--- src/ppmg_pkg.sv ---
// Shared widths, result codes and result types for the ASCII PPM to gray stream block.
// Used by the luma unit, the parser, the output queue, the top level, the checker and the testbench.
`default_nettype none

package ppmg_pkg;

    localparam int GRAY_W   = 16;
    localparam int STATUS_W = 3;
    localparam int DIM_O_W  = 13;
    localparam int REPORT_W = 17;
    localparam int COUNT_W  = 25;
    localparam int TOKEN_W  = 17;
    localparam int ACC_W    = 23;

    localparam logic KIND_PIXEL  = 1'b0;
    localparam logic KIND_STATUS = 1'b1;

    localparam logic [STATUS_W-1:0] STAT_OK      = 3'd0;
    localparam logic [STATUS_W-1:0] STAT_HEADER  = 3'd1;
    localparam logic [STATUS_W-1:0] STAT_SAMPLE  = 3'd2;
    localparam logic [STATUS_W-1:0] STAT_EOF_HDR = 3'd3;
    localparam logic [STATUS_W-1:0] STAT_EOF_PIX = 3'd4;

    typedef struct packed {
        logic                kind;
        logic [GRAY_W-1:0]   gray;
        logic [STATUS_W-1:0] status;
        logic [DIM_O_W-1:0]  wide;
        logic [DIM_O_W-1:0]  tall;
        logic [REPORT_W-1:0] report;
        logic [COUNT_W-1:0]  pixels;
        logic                last;
    } t_result;

    // Up to two results leave the parser for one byte; b is valid only with a.
    typedef struct packed {
        logic    va;
        logic    vb;
        t_result a;
        t_result b;
    } t_emit;

endpackage

`default_nettype wire

--- src/ppmg_luma.sv ---
// Luma of one RGB triple: adds the blue term to the red/green sum and divides by 100.
// Depends on ppmg_pkg for the accumulator and gray widths.
`default_nettype none

module ppmg_luma (
    input  wire logic [ppmg_pkg::ACC_W-1:0]  i_acc,
    input  wire logic [15:0]                 i_blue,
    output logic      [ppmg_pkg::GRAY_W-1:0] o_gray
);
    import ppmg_pkg::*;

    localparam int RECIP_W = 24;
    localparam int SHIFT   = 30;
    // ceil(2^30 / 100); the error term stays small enough for sums below 2^23.
    localparam logic [RECIP_W-1:0] RECIP = 24'd10737419;
    localparam logic [ACC_W-1:0]   COEF_B = 23'd11;
    localparam int PROD_W = ACC_W + RECIP_W;

    logic [ACC_W-1:0]  sum;
    logic [PROD_W-1:0] prod;

    always_comb begin
        sum    = i_acc + ACC_W'(i_blue) * COEF_B;
        prod   = PROD_W'(sum) * PROD_W'(RECIP);
        o_gray = GRAY_W'(prod >> SHIFT);
    end

endmodule

`default_nettype wire

--- src/ppmg_parser.sv ---
// Token parser and pixel state of the PPM to gray block; one byte per fire.
// Depends on ppmg_pkg and instantiates ppmg_luma for the gray value.
`default_nettype none

module ppmg_parser #(
    parameter int MAX_DIM = 4096
) (
    input  wire logic            i_clk,
    input  wire logic            i_rst_n,
    input  wire logic            i_fire,
    input  wire logic [7:0]      i_byte,
    input  wire logic            i_eof,
    output ppmg_pkg::t_emit      o_emit
);
    import ppmg_pkg::*;

    localparam int DIM_W  = $clog2(MAX_DIM + 1);
    localparam int AREA_W = 2 * DIM_W;
    localparam int CMP_W  = (AREA_W > COUNT_W) ? AREA_W : COUNT_W;

    typedef enum logic [4:0] {
        ST_MAGIC  = 5'b00001,
        ST_WIDTH  = 5'b00010,
        ST_HEIGHT = 5'b00100,
        ST_MAXVAL = 5'b01000,
        ST_PIXELS = 5'b10000
    } t_stage;

    localparam logic [1:0] MM_EMPTY = 2'd0;
    localparam logic [1:0] MM_P     = 2'd1;
    localparam logic [1:0] MM_P3    = 2'd2;
    localparam logic [1:0] MM_BAD   = 2'd3;

    localparam logic [7:0] CH_SPACE = 8'd32;
    localparam logic [7:0] CH_NL    = 8'd10;
    localparam logic [7:0] CH_HASH  = 8'd35;
    localparam logic [7:0] CH_P     = 8'd80;
    localparam logic [7:0] CH_3     = 8'd51;
    localparam logic [7:0] CH_0     = 8'd48;
    localparam logic [7:0] CH_9     = 8'd57;

    localparam logic [TOKEN_W-1:0] TOKEN_SAT = 17'd65536;
    localparam logic [TOKEN_W-1:0] DIM_MAX   = TOKEN_W'(MAX_DIM);
    localparam logic [ACC_W-1:0]   COEF_R    = 23'd30;
    localparam logic [ACC_W-1:0]   COEF_G    = 23'd59;

    t_stage              r_stage, n_stage;
    logic [TOKEN_W-1:0]  r_tok_val, n_tok_val;
    logic                r_tok_present, n_tok_present;
    logic                r_tok_bad, n_tok_bad;
    logic [1:0]          r_magic, n_magic;
    logic                r_comment, n_comment;
    logic [DIM_W-1:0]    r_width, n_width;
    logic [DIM_W-1:0]    r_height, n_height;
    logic [AREA_W-1:0]   r_area, n_area;
    logic [15:0]         r_max, n_max;
    logic [1:0]          r_chan, n_chan;
    logic [ACC_W-1:0]    r_acc, n_acc;
    logic [COUNT_W-1:0]  r_count, n_count;
    logic [GRAY_W-1:0]   r_peak, n_peak;
    logic                r_finished, n_finished;

    logic [GRAY_W-1:0]   gray;
    logic                is_sep;
    logic                do_close;
    logic                pixel_out;
    logic                fin;
    logic [STATUS_W-1:0] fin_status;
    logic [19:0]         tok_next;
    logic                dim_ok;
    logic [ACC_W-1:0]    sample_ext;
    t_result             pix_res;
    t_result             stat_res;

    ppmg_luma u_luma (
        .i_acc  (r_acc),
        .i_blue (r_tok_val[15:0]),
        .o_gray (gray)
    );

    always_comb begin
        n_stage       = r_stage;
        n_tok_val     = r_tok_val;
        n_tok_present = r_tok_present;
        n_tok_bad     = r_tok_bad;
        n_magic       = r_magic;
        n_comment     = r_comment;
        n_width       = r_width;
        n_height      = r_height;
        n_area        = r_area;
        n_max         = r_max;
        n_chan        = r_chan;
        n_acc         = r_acc;
        n_count       = r_count;
        n_peak        = r_peak;
        pixel_out     = 1'b0;
        fin           = 1'b0;
        fin_status    = STAT_OK;

        is_sep   = i_byte inside {CH_SPACE, CH_NL, CH_HASH};
        do_close = i_eof || (!r_comment && is_sep);
        tok_next = {r_tok_val, 3'b000} + {2'b00, r_tok_val, 1'b0}
                   + 20'(i_byte - CH_0);
        dim_ok   = !r_tok_bad && (r_tok_val >= TOKEN_W'(1)) && (r_tok_val <= DIM_MAX);
        sample_ext = ACC_W'(r_tok_val[15:0]);

        if (i_fire && !r_finished) begin
            if (!i_eof) begin
                if (r_comment) begin
                    if (i_byte == CH_NL) begin
                        n_comment = 1'b0;
                    end
                end else if (i_byte == CH_HASH) begin
                    n_comment = 1'b1;
                end else if (!is_sep) begin
                    if (r_magic == MM_EMPTY && i_byte == CH_P) begin
                        n_magic = MM_P;
                    end else if (r_magic == MM_P && i_byte == CH_3) begin
                        n_magic = MM_P3;
                    end else begin
                        n_magic = MM_BAD;
                    end
                    if (i_byte inside {[CH_0:CH_9]}) begin
                        n_tok_val = (tok_next > 20'(TOKEN_SAT)) ? TOKEN_SAT
                                                                : tok_next[TOKEN_W-1:0];
                    end else begin
                        n_tok_bad = 1'b1;
                    end
                    n_tok_present = 1'b1;
                end
            end

            if (do_close) begin
                n_tok_val     = '0;
                n_tok_present = 1'b0;
                n_tok_bad     = 1'b0;
                n_magic       = MM_EMPTY;
                if (r_tok_present) begin
                    case (r_stage)
                        ST_MAGIC: begin
                            if (r_magic == MM_P3) begin
                                n_stage = ST_WIDTH;
                            end else begin
                                fin = 1'b1;
                                fin_status = STAT_HEADER;
                            end
                        end
                        ST_WIDTH: begin
                            if (dim_ok) begin
                                n_width = r_tok_val[DIM_W-1:0];
                                n_stage = ST_HEIGHT;
                            end else begin
                                fin = 1'b1;
                                fin_status = STAT_HEADER;
                            end
                        end
                        ST_HEIGHT: begin
                            if (dim_ok) begin
                                n_height = r_tok_val[DIM_W-1:0];
                                n_area   = AREA_W'(r_width) * AREA_W'(r_tok_val[DIM_W-1:0]);
                                n_stage  = ST_MAXVAL;
                            end else begin
                                fin = 1'b1;
                                fin_status = STAT_HEADER;
                            end
                        end
                        ST_MAXVAL: begin
                            if (!r_tok_bad && r_tok_val >= TOKEN_W'(1) && !r_tok_val[16]) begin
                                n_max   = r_tok_val[15:0];
                                n_stage = ST_PIXELS;
                                n_chan  = 2'd0;
                            end else begin
                                fin = 1'b1;
                                fin_status = STAT_HEADER;
                            end
                        end
                        default: begin
                            if (r_tok_bad || r_tok_val > {1'b0, r_max}) begin
                                fin = 1'b1;
                                fin_status = STAT_SAMPLE;
                            end else if (r_chan == 2'd0) begin
                                n_acc  = sample_ext * COEF_R;
                                n_chan = 2'd1;
                            end else if (r_chan == 2'd1) begin
                                n_acc  = r_acc + sample_ext * COEF_G;
                                n_chan = 2'd2;
                            end else begin
                                n_chan    = 2'd0;
                                pixel_out = 1'b1;
                                n_count   = r_count + COUNT_W'(1);
                                if (gray > r_peak) begin
                                    n_peak = gray;
                                end
                                if (CMP_W'(n_count) == CMP_W'(r_area)) begin
                                    fin = 1'b1;
                                    fin_status = STAT_OK;
                                end
                            end
                        end
                    endcase
                end
            end

            if (i_eof && !fin) begin
                fin = 1'b1;
                fin_status = (n_stage == ST_PIXELS) ? STAT_EOF_PIX : STAT_EOF_HDR;
            end
        end

        n_finished = r_finished || fin;

        pix_res        = '0;
        pix_res.kind   = KIND_PIXEL;
        pix_res.gray   = gray;
        pix_res.wide   = DIM_O_W'(n_width);
        pix_res.tall   = DIM_O_W'(n_height);
        pix_res.pixels = n_count;
        pix_res.last   = !fin;

        stat_res        = '0;
        stat_res.kind   = KIND_STATUS;
        stat_res.status = fin_status;
        stat_res.wide   = DIM_O_W'(n_width);
        stat_res.tall   = DIM_O_W'(n_height);
        stat_res.pixels = n_count;
        stat_res.last   = 1'b1;
        case (fin_status)
            STAT_OK:      stat_res.report = REPORT_W'(n_peak);
            STAT_SAMPLE,
            STAT_EOF_PIX: stat_res.report = REPORT_W'(n_peak) + REPORT_W'(1);
            default:      stat_res.report = '0;
        endcase

        o_emit.va = pixel_out || fin;
        o_emit.vb = pixel_out && fin;
        o_emit.a  = pixel_out ? pix_res : stat_res;
        o_emit.b  = stat_res;
    end

    always_ff @(posedge i_clk) begin
        if (!i_rst_n) begin
            r_stage       <= ST_MAGIC;
            r_tok_val     <= '0;
            r_tok_present <= 1'b0;
            r_tok_bad     <= 1'b0;
            r_magic       <= MM_EMPTY;
            r_comment     <= 1'b0;
            r_width       <= '0;
            r_height      <= '0;
            r_area        <= '0;
            r_max         <= '0;
            r_chan        <= '0;
            r_acc         <= '0;
            r_count       <= '0;
            r_peak        <= '0;
            r_finished    <= 1'b0;
        end else begin
            r_stage       <= n_stage;
            r_tok_val     <= n_tok_val;
            r_tok_present <= n_tok_present;
            r_tok_bad     <= n_tok_bad;
            r_magic       <= n_magic;
            r_comment     <= n_comment;
            r_width       <= n_width;
            r_height      <= n_height;
            r_area        <= n_area;
            r_max         <= n_max;
            r_chan        <= n_chan;
            r_acc         <= n_acc;
            r_count       <= n_count;
            r_peak        <= n_peak;
            r_finished    <= n_finished;
        end
    end

endmodule

`default_nettype wire

--- src/ppmg_out_queue.sv ---
// Four-entry result queue: takes up to two results per cycle, hands out one word.
// Depends on ppmg_pkg for the result and emit structs.
`default_nettype none

module ppmg_out_queue (
    input  wire logic              i_clk,
    input  wire logic              i_rst_n,
    input  wire ppmg_pkg::t_emit   i_emit,
    output logic                   o_room,
    output logic                   o_valid,
    input  wire logic              i_ready,
    output ppmg_pkg::t_result      o_head
);
    import ppmg_pkg::*;

    localparam int DEPTH = 4;
    localparam int PTR_W = $clog2(DEPTH);
    localparam int CNT_W = PTR_W + 1;

    t_result           r_slot [DEPTH];
    logic [PTR_W-1:0]  r_wptr, n_wptr;
    logic [PTR_W-1:0]  r_rptr, n_rptr;
    logic [CNT_W-1:0]  r_cnt, n_cnt;
    logic              pop;

    always_comb begin
        o_valid = (r_cnt != '0);
        o_head  = r_slot[r_rptr];
        // Room for a full pair of results, so the parser never has to stall mid-byte.
        o_room  = (r_cnt <= CNT_W'(DEPTH - 2));
        pop     = o_valid && i_ready;
        n_wptr  = r_wptr + PTR_W'(i_emit.va) + PTR_W'(i_emit.vb);
        n_rptr  = r_rptr + PTR_W'(pop);
        n_cnt   = r_cnt + CNT_W'(i_emit.va) + CNT_W'(i_emit.vb) - CNT_W'(pop);
    end

    always_ff @(posedge i_clk) begin
        if (i_emit.va) begin
            r_slot[r_wptr] <= i_emit.a;
        end
        if (i_emit.vb) begin
            r_slot[r_wptr + PTR_W'(1)] <= i_emit.b;
        end
    end

    always_ff @(posedge i_clk) begin
        if (!i_rst_n) begin
            r_wptr <= '0;
            r_rptr <= '0;
            r_cnt  <= '0;
        end else begin
            r_wptr <= n_wptr;
            r_rptr <= n_rptr;
            r_cnt  <= n_cnt;
        end
    end

endmodule

`default_nettype wire

--- src/ppm_ascii_to_gray_stream.sv ---
// Top level of the ASCII PPM (P3) to gray stream block.
// Depends on ppmg_pkg, ppmg_parser (with ppmg_luma) and ppmg_out_queue.
`default_nettype none

// The block takes one byte of an ASCII PPM file per word and returns gray pixels
// and one final status word. A byte passes an input register and is parsed in the
// next cycle, so a new byte is taken every cycle while the queue has room; results
// are registered in a four-entry queue, and input ready drops only while that
// queue holds more than two results, which happens when the consumer stalls. The
// parse cycle holds the token update and the luma divide (one constant-reciprocal
// multiply). After the final status all bytes are taken and dropped. No clearing
// pass is needed after reset.
module ppm_ascii_to_gray_stream #(
    parameter int MAX_DIM = 4096
) (
    input  wire logic                               i_clk,
    input  wire logic                               i_rst_n,
    input  wire logic                               i_in_valid,
    output logic                                    o_in_ready,
    input  wire logic [7:0]                         i_in_byte,
    input  wire logic                               i_end_of_file,
    output logic                                    o_out_valid,
    input  wire logic                               i_out_ready,
    output logic                                    o_item_kind,
    output logic [ppmg_pkg::GRAY_W-1:0]             o_gray_value,
    output logic [ppmg_pkg::STATUS_W-1:0]           o_status_code,
    output logic [ppmg_pkg::DIM_O_W-1:0]            o_image_wide,
    output logic [ppmg_pkg::DIM_O_W-1:0]            o_image_tall,
    output logic [ppmg_pkg::REPORT_W-1:0]           o_gray_max_report,
    output logic [ppmg_pkg::COUNT_W-1:0]            o_pixels_done,
    output logic                                    o_is_last
);
    import ppmg_pkg::*;

    logic        r_in_valid;
    logic [7:0]  r_in_byte;
    logic        r_in_eof;
    logic        room;
    logic        fire;
    t_emit       emit;
    t_result     head;

    always_comb begin
        fire       = r_in_valid && room;
        o_in_ready = !r_in_valid || fire;
    end

    always_ff @(posedge i_clk) begin
        if (!i_rst_n) begin
            r_in_valid <= 1'b0;
        end else if (o_in_ready) begin
            r_in_valid <= i_in_valid;
        end
    end

    always_ff @(posedge i_clk) begin
        if (o_in_ready && i_in_valid) begin
            r_in_byte <= i_in_byte;
            r_in_eof  <= i_end_of_file;
        end
    end

    ppmg_parser #(
        .MAX_DIM (MAX_DIM)
    ) u_parser (
        .i_clk   (i_clk),
        .i_rst_n (i_rst_n),
        .i_fire  (fire),
        .i_byte  (r_in_byte),
        .i_eof   (r_in_eof),
        .o_emit  (emit)
    );

    ppmg_out_queue u_queue (
        .i_clk   (i_clk),
        .i_rst_n (i_rst_n),
        .i_emit  (emit),
        .o_room  (room),
        .o_valid (o_out_valid),
        .i_ready (i_out_ready),
        .o_head  (head)
    );

    always_comb begin
        o_item_kind       = head.kind;
        o_gray_value      = head.gray;
        o_status_code     = head.status;
        o_image_wide      = head.wide;
        o_image_tall      = head.tall;
        o_gray_max_report = head.report;
        o_pixels_done     = head.pixels;
        o_is_last         = head.last;
    end

endmodule

`default_nettype wire

--- config.mk ---
export PLATFORM = sky130hd
export DESIGN_NAME = ppm_ascii_to_gray_stream
export DESIGN_NICKNAME = d
export VERILOG_FILES = /design/src/ppmg_pkg.sv /design/src/ppmg_luma.sv /design/src/ppmg_parser.sv /design/src/ppmg_out_queue.sv /design/src/ppm_ascii_to_gray_stream.sv
export SDC_FILE = /design/constraint.sdc
export NUM_CORES = 2
export LEC_CHECK = 0
export ABC_AREA = 1
export BUFFER_PORTS_ARGS = -buffer_cell sky130_fd_sc_hd__buf_4
export CAP_MARGIN = 10
export CORE_MARGIN = 3
export CORE_UTILIZATION = 30
export CTS_CLUSTER_DIAMETER = 50
export DETAILED_ROUTE_END_ITERATION = 6
export GPL_TIMING_DRIVEN = 0
export REMOVE_ABC_BUFFERS = 1
export SYNTH_ARGS = -nofsm -noshare
export SYNTH_HDL_FRONTEND = slang
export SYNTH_SLANG_ARGS = --single-unit
export TNS_END_PERCENT = 10
--- constraint.sdc ---
create_clock -name i_clk -period 26.6 [get_ports i_clk]
set_input_delay 2.66 -clock i_clk [delete_from_list [all_inputs] [get_ports i_clk]]
set_output_delay 2.66 -clock i_clk [all_outputs]
set_load 0.05 [all_outputs]
# Word level (Yosys, flattened, before mapping)
# Memories as Yosys holds them, arrays and structs flattened. A register that Yosys moved wholly into a read port is not among the register bits.
# Index checks and enable logic that the tools add are counted.
# totals
ff_bits	179
ramBits	356
memories	1
elab_cells	225
# classes
addsub	14
bitwise	4
mul	5
magnitude_cmp	8
muxes	105
reduce_logical	44
n_eq_ne	23
# memory_table
memory	depth	width	read_ports	rd_clocked_by_memory_dff	write_ports	line	rtl
u_queue.r_slot	4	89	1	1	2	ppmg_out_queue.sv:20	t_result r_slot [DEPTH];
# op_table
op	count
two-way mux 25 bit	7
two-way mux 13 bit	10
two-way mux 16 bit	8
two-way mux 17 bit	7
two-way mux 89 bit	1
multiplier 23 x 24 -> 46 bit, second input constant	1
two-way mux 23 bit	2
two-way mux 1 bit	41
multiplier 16 x 4 -> 20 bit, second input constant	2
two-way mux 5 bit	7
one-hot mux 17 bit (2 select lines)	1
equality test 25 x 26 -> 1 bit	1
multiplier 13 x 13 -> 26 bit	1
adder 25 x 1 -> 25 bit, second input constant	1
equality test 8 x 6 -> 1 bit, second input constant	3
two-way mux 2 bit	12
AND reduction 6 bit	4
adder 23 x 20 -> 23 bit	1
adder 23 x 22 -> 23 bit	1
multiplier 16 x 6 -> 22 bit, second input constant	1
adder 20 x 18 -> 20 bit	1
adder 20 bit	1
> comparator 20 x 17 -> 1 bit, second input constant	1
one-hot mux 5 bit (4 select lines)	1
43 further kinds	87

# Longest topological paths before layout
# depth
ltp_word	18
ltp_mapped	64

# By module
# From an unflattened synthesis, not the netlist that was laid out.
# unflattened
cells_unflattened	7299
area_unflattened_um2	55335.6
# modules_own_cells
module	instances	area_per_inst_um2	cells_each	seq_area_each_um2
ppmg_parser	1	21632.0	3031	3243.1
ppmg_out_queue	1	20756.2	2648	10830.4
ppmg_luma	1	12618.4	1602	0.0
ppm_ascii_to_gray_stream	1	329.1	18	290.3

# Worst setup path before layout
# Ideal clock, no wire load.
# synth_timing
path_type	register to register
from	register u_parser.r_tok_val[9]
to	memory u_queue.r_slot[0][38] (netlist name), data pin
required_time_ns	26.344
slack_ns	15.523
synth_period_minus_slack_ns	11.077
t_arrival_ns	10.821
stages_incl_launch_ff	53
cell_sequence	dfxtp_1 > ha_1 > fa_1 > inv_1 > fa_1 > inv_1 > ha_1 > nand2_1 > nor4_1 > a21oi_1 > o21ai_0 > a31oi_1 > o21ai_0 > xor2_1 > inv_1 > fa_1 > inv_1 > fa_1 > [... 17 more ...] > ha_1 > nand4_1 > nor3_1 > nand2_1 > nand2_1 > nand3_1 > nor3_2 > buf_4 > nand2_1 > nand2_1 > ha_1 > nand2_1 > nor2_1 > nand2_1 > nor3_1 > nand3_1 > nand3_1 > nor2_1
# synth_rtl
element	line	rtl
start, declared	ppmg_parser.sv:48	logic [TOKEN_W-1:0] r_tok_val, n_tok_val;
start signal, assigned	ppmg_parser.sv:259	r_tok_val <= n_tok_val;
end, declared	ppmg_out_queue.sv:20	

==> results.md <==
* Post-CTS sizing at 0
* Synth Warn # at 0
* Crit path depth at 55
* Synthesized area per cell at 8.39 µm²
* Clk pin slew, worst setup/hold paths at 0.06 ns
* R2R depth at 55
* Status: finished clean
* Vias in the first global route at 37787
* Delay-heaviest family, CP: adder cells
* CTS tree: built
* Slew @ Worst Pin at 1.28 ns
* Worst R2R End: u_queue.r_slot[3][38]
* Post-synthesis xor/xnor area fraction at 2.27%
* Worst Setup Start Kind: flip-flop
* DRT Wirelength at 137000 µm
* CTS buffer count at 73
* Routed len/inst at 17.6 µm
* GRT Total Usage at 16.9%
* Synthesized flop and latch total at 535
* Total iterations of the first detailed-routing run at 6
* PD cells at 52.7 mW/mm²
* Net count, final at 6609
* Final Power at 0.00280 W
* Top FF cell, synth: edfxtp_1
* Fmax at 0.0679 GHz
* Crit-path slowest cell: dfxtp_1
* VDD IR max at 0.0489 mV
* Core area at 0.156 mm²
* Final worst slack at 11.87 ns
* Post-synthesis sequential area ratio at 28.9%
* Clock Latency Late Sink at 0.64 ns
* Netlist cell types at 58
* P_leak at 24.3 nW
* Vias at 37796
* Largest net degree at the start of global routing at 99
* Hold_ws at 0.449 ns
* Tmin final at 14.73 ns
* HPWL Detailed at 103000 µm
* Antenna Nets Post-Route at 0
* Routability Congestion at 0.889
* Largest family of logic cells by synthesized area: adder cells
* CP max FO at 23
* Num ports at 104
* Class of the most critical setup path: flip-flop to flip-flop
* Number of synthesized flops with an enable pin at 293
* Max_slew headroom at 14.1%
* Die Wd at 403 µm
* Fin. Hold Viols at 0
* CP max stage delay at 1.13 ns
* Post-CTS Hold Buffers at 0
* Post-place setup slack at 11.84 ns
* Post-CTS setup buffer count at 0
* Starting DRT DRC Count at 2805
* Cell Area, Synth at 0.0473 mm²
* Root Buffer: clkbuf_16
* Worst path most repeated cell: nand2_1
* CP endpoint: u_queue.r_slot[3][38]
* Critical path origin: u_parser.r_tok_val[1]
* Hold crit path type: flip-flop to flip-flop
* Crit. End Element: flip-flop
* Slew Limit Fails at 0
* Global-route wire length before repair at 218000 µm
* Post-synthesis compound-gate area fraction at 10.8%
* Clock skew at 0.0382 ns
* Final setup fails at 0
* FFs w/ async S/R, synth at 0%
* Via density at 4.85
* Req. time, crit path at 27.09 ns
* Initial Util at 30.2%
* Simple-Gate Fraction of Synth Area at 16.8%
* Mux cell area share after synthesis at 0.0212%
* WP data arrival at 15.21 ns
* Final Util at 34.0%
* Clock Sink Count at 535
* Die area at 0.162 mm²
* Post-Synth Adder-Cell Area at 31.5%
* Post-Synthesis Cells at 5637
* I/O Buffers at 103
* DRC viols at 0
* Initial antenna violation count at 6
* Die Ht at 403 µm
* Max_cap viols at 0
* Period utilisation layout at 55.4%
* Unrepaired setup endpoints after global routing: no
* Worst Path Buf+Inv at 10
* Setup tns final at 0 ns
* Setup slack, reg-to-reg at 11.87 ns
* Overflow after GRT at 0
* RR Startpoint: u_parser.r_tok_val[1]
* CTS Buffer Depth at 3
* Fraction of layout cells with a size suffix above 1 at 6.09%
* # H-tree levels at 3
* Area growth, synth to finish at 12.3%
* Std-Cell Rows at 145
cell usage after synthesis, types with 5 or more instances:
library cell / n / area (µm²)
inv_1: 997 / 3740
nand2_1: 860 / 3230
nor2_1: 766 / 2880
ha_1: 490 / 6130
fa_1: 437 / 8750
o21ai_0: 393 / 1970
edfxtp_1: 293 / 8800
a21oi_1: 271 / 1360
dfxtp_1: 242 / 4840
nand3_1: 139 / 696
clkbuf_1: 131 / 492
o22ai_1: 91 / 569
xor2_1: 70 / 613
nand4_1: 51 / 319
xnor2_1: 47 / 412
a22oi_1: 35 / 263
nor3_1: 33 / 165
nor2_2: 32 / 200
o21ai_1: 27 / 135
a31oi_1: 20 / 125
inv_2: 20 / 75.1
a21o_1: 17 / 128
buf_6: 17 / 191
o21bai_1: 16 / 120
buf_2: 12 / 60.1
nand2_2: 11 / 68.8
nor4_1: 11 / 68.8
nand3b_1: 10 / 75.1
and2_1: 9 / 56.3
o211ai_1: 9 / 67.6
o21a_1: 8 / 60.1
a21boi_0: 7 / 52.6
buf_1: 7 / 26.3
a211oi_1: 6 / 45.0
a221oi_1: 6 / 52.6
nor2_4: 6 / 67.6
clkinv_1: 5 / 18.8
o31ai_1: 5 / 37.5
power breakdown:
| part | internal [W] | total [W] | switching [W] |
|---|---|---|---|
| sequential | 0.000894 | 0.000920 | 0.0000254 |
| combinational | 0.000227 | 0.000840 | 0.000613 |
| clock | 0.000631 | 0.00104 | 0.000406 |
| total | 0.00175 | 0.00280 | 0.00105 |
cells in the final DEF (no fill, tap or decap), types with 12 or more instances in the layout:
| master | count |
|---|---|
| edfxtp_1 | 293 |
| nand3_1 | 139 |
| xnor2_1 | 47 |
| o21ai_0 | 393 |
| inv_2 | 15 |
| a21oi_1 | 271 |
| a21o_1 | 17 |
| buf_4 | 104 |
| a22oi_1 | 35 |
| a31oi_1 | 20 |
| nand4_1 | 51 |
| ha_1 | 490 |
| clkbuf_16 | 74 |
| nor2_2 | 33 |
| fa_1 | 437 |
| xor2_1 | 70 |
| nor2_1 | 765 |
| clkinv_1 | 12 |
| o21bai_1 | 16 |
| nor3_1 | 32 |
| buf_16 | 18 |
| nand2_1 | 857 |
| o22ai_1 | 91 |
| dfxtp_1 | 234 |
| o21ai_1 | 27 |
| inv_1 | 995 |
worst register-to-register path, delay by kind of cell (launching register included):
family	cells	cell delay, ns
AO/OA/AOI/OAI	7	1.75
flip-flops	1	1.13
AND/OR/NAND/NOR	23	3.90
XOR/XNOR	2	1.13
buffers and inverters	10	1.23
adder cells (fa/ha/maj)	13	5.49
registers in the layout, summed over array words and instances, names as in the netlist:
name and count:
u_parser.r_max 16, u_parser.r_chan 2, u_parser.r_peak 16, u_parser.r_tok_present 1, u_parser.r_height 13, r_in_eof 1
u_parser.r_area 26, u_parser.r_acc 23, u_queue.r_slot 356, r_in_byte 8, u_queue.r_cnt 3, u_parser.r_stage 5
u_parser.r_count 25, u_parser.r_tok_bad 1, u_parser.r_width 13, u_queue.r_wptr 2, u_parser.r_tok_val 17, u_parser.r_finished 1
u_parser.r_comment 1, u_parser.r_magic 2, r_in_valid 1, u_queue.r_rptr 2
per-layer routing:
layer	GRT usage, %	wire [µm]	share of wire [%]	vias to the layer above
li1	-	-	-	18162
met1	23.5	62400	46	18375
met2	27.7	63100	46	1076
met3	2.43	8490	6.2	177
met4	3.73	2930	2.1	6
met5	0	41	0.030	-
worst min path at each step:
stage                          start               endpoint  slack (ns)  cells past startpoint
6_report       u_queue.r_slot[3][75]  u_queue.r_slot[3][75]        0.45                      2
3_5_place_dp   u_queue.r_slot[0][76]  u_queue.r_slot[0][76]        0.44                      2
5_1_grt        u_queue.r_slot[3][74]  u_queue.r_slot[3][74]        0.47                      2
3_3_place_gp   u_queue.r_slot[3][72]  u_queue.r_slot[3][72]        0.43                      2
4_1_cts        u_queue.r_slot[3][72]  u_queue.r_slot[3][72]        0.45                      2
2_1_floorplan  u_queue.r_slot[0][74]  u_queue.r_slot[0][74]        0.42                      2
cell families after synthesis:
kind of cell,Yosys count
mux,1
simple gates,1940
buf+inv,1192
xor+xnor,119
flops,535
compound gates,923
fa+ha+maj,927
cell type report:
| class | instances | area, µm² |
|---|---|---|
| Sequential cell | 535 | 13700 |
| Clock inverter | 48 | 674 |
| Tap cell | 2058 | 2570 |
| Inverter | 1022 | 3860 |
| Multi-Input combinational cell | 3910 | 29000 |
| Antenna cell | 3 | 7.51 |
| Clock buffer | 88 | 1930 |
| Timing Repair Buffer | 127 | 1360 |
| Fill cell | 16265 | 103000 |
stage by stage:
step / area, µm² / std cells
floorplan: 46500 / 5467
global placement: 49800 / 7628
detailed placement: 50400 / 7648
CTS: 53000 / 7784
global route: 53100 / 7788
finish: 53100 / 7791
Power figures use the tool's default switching activity.
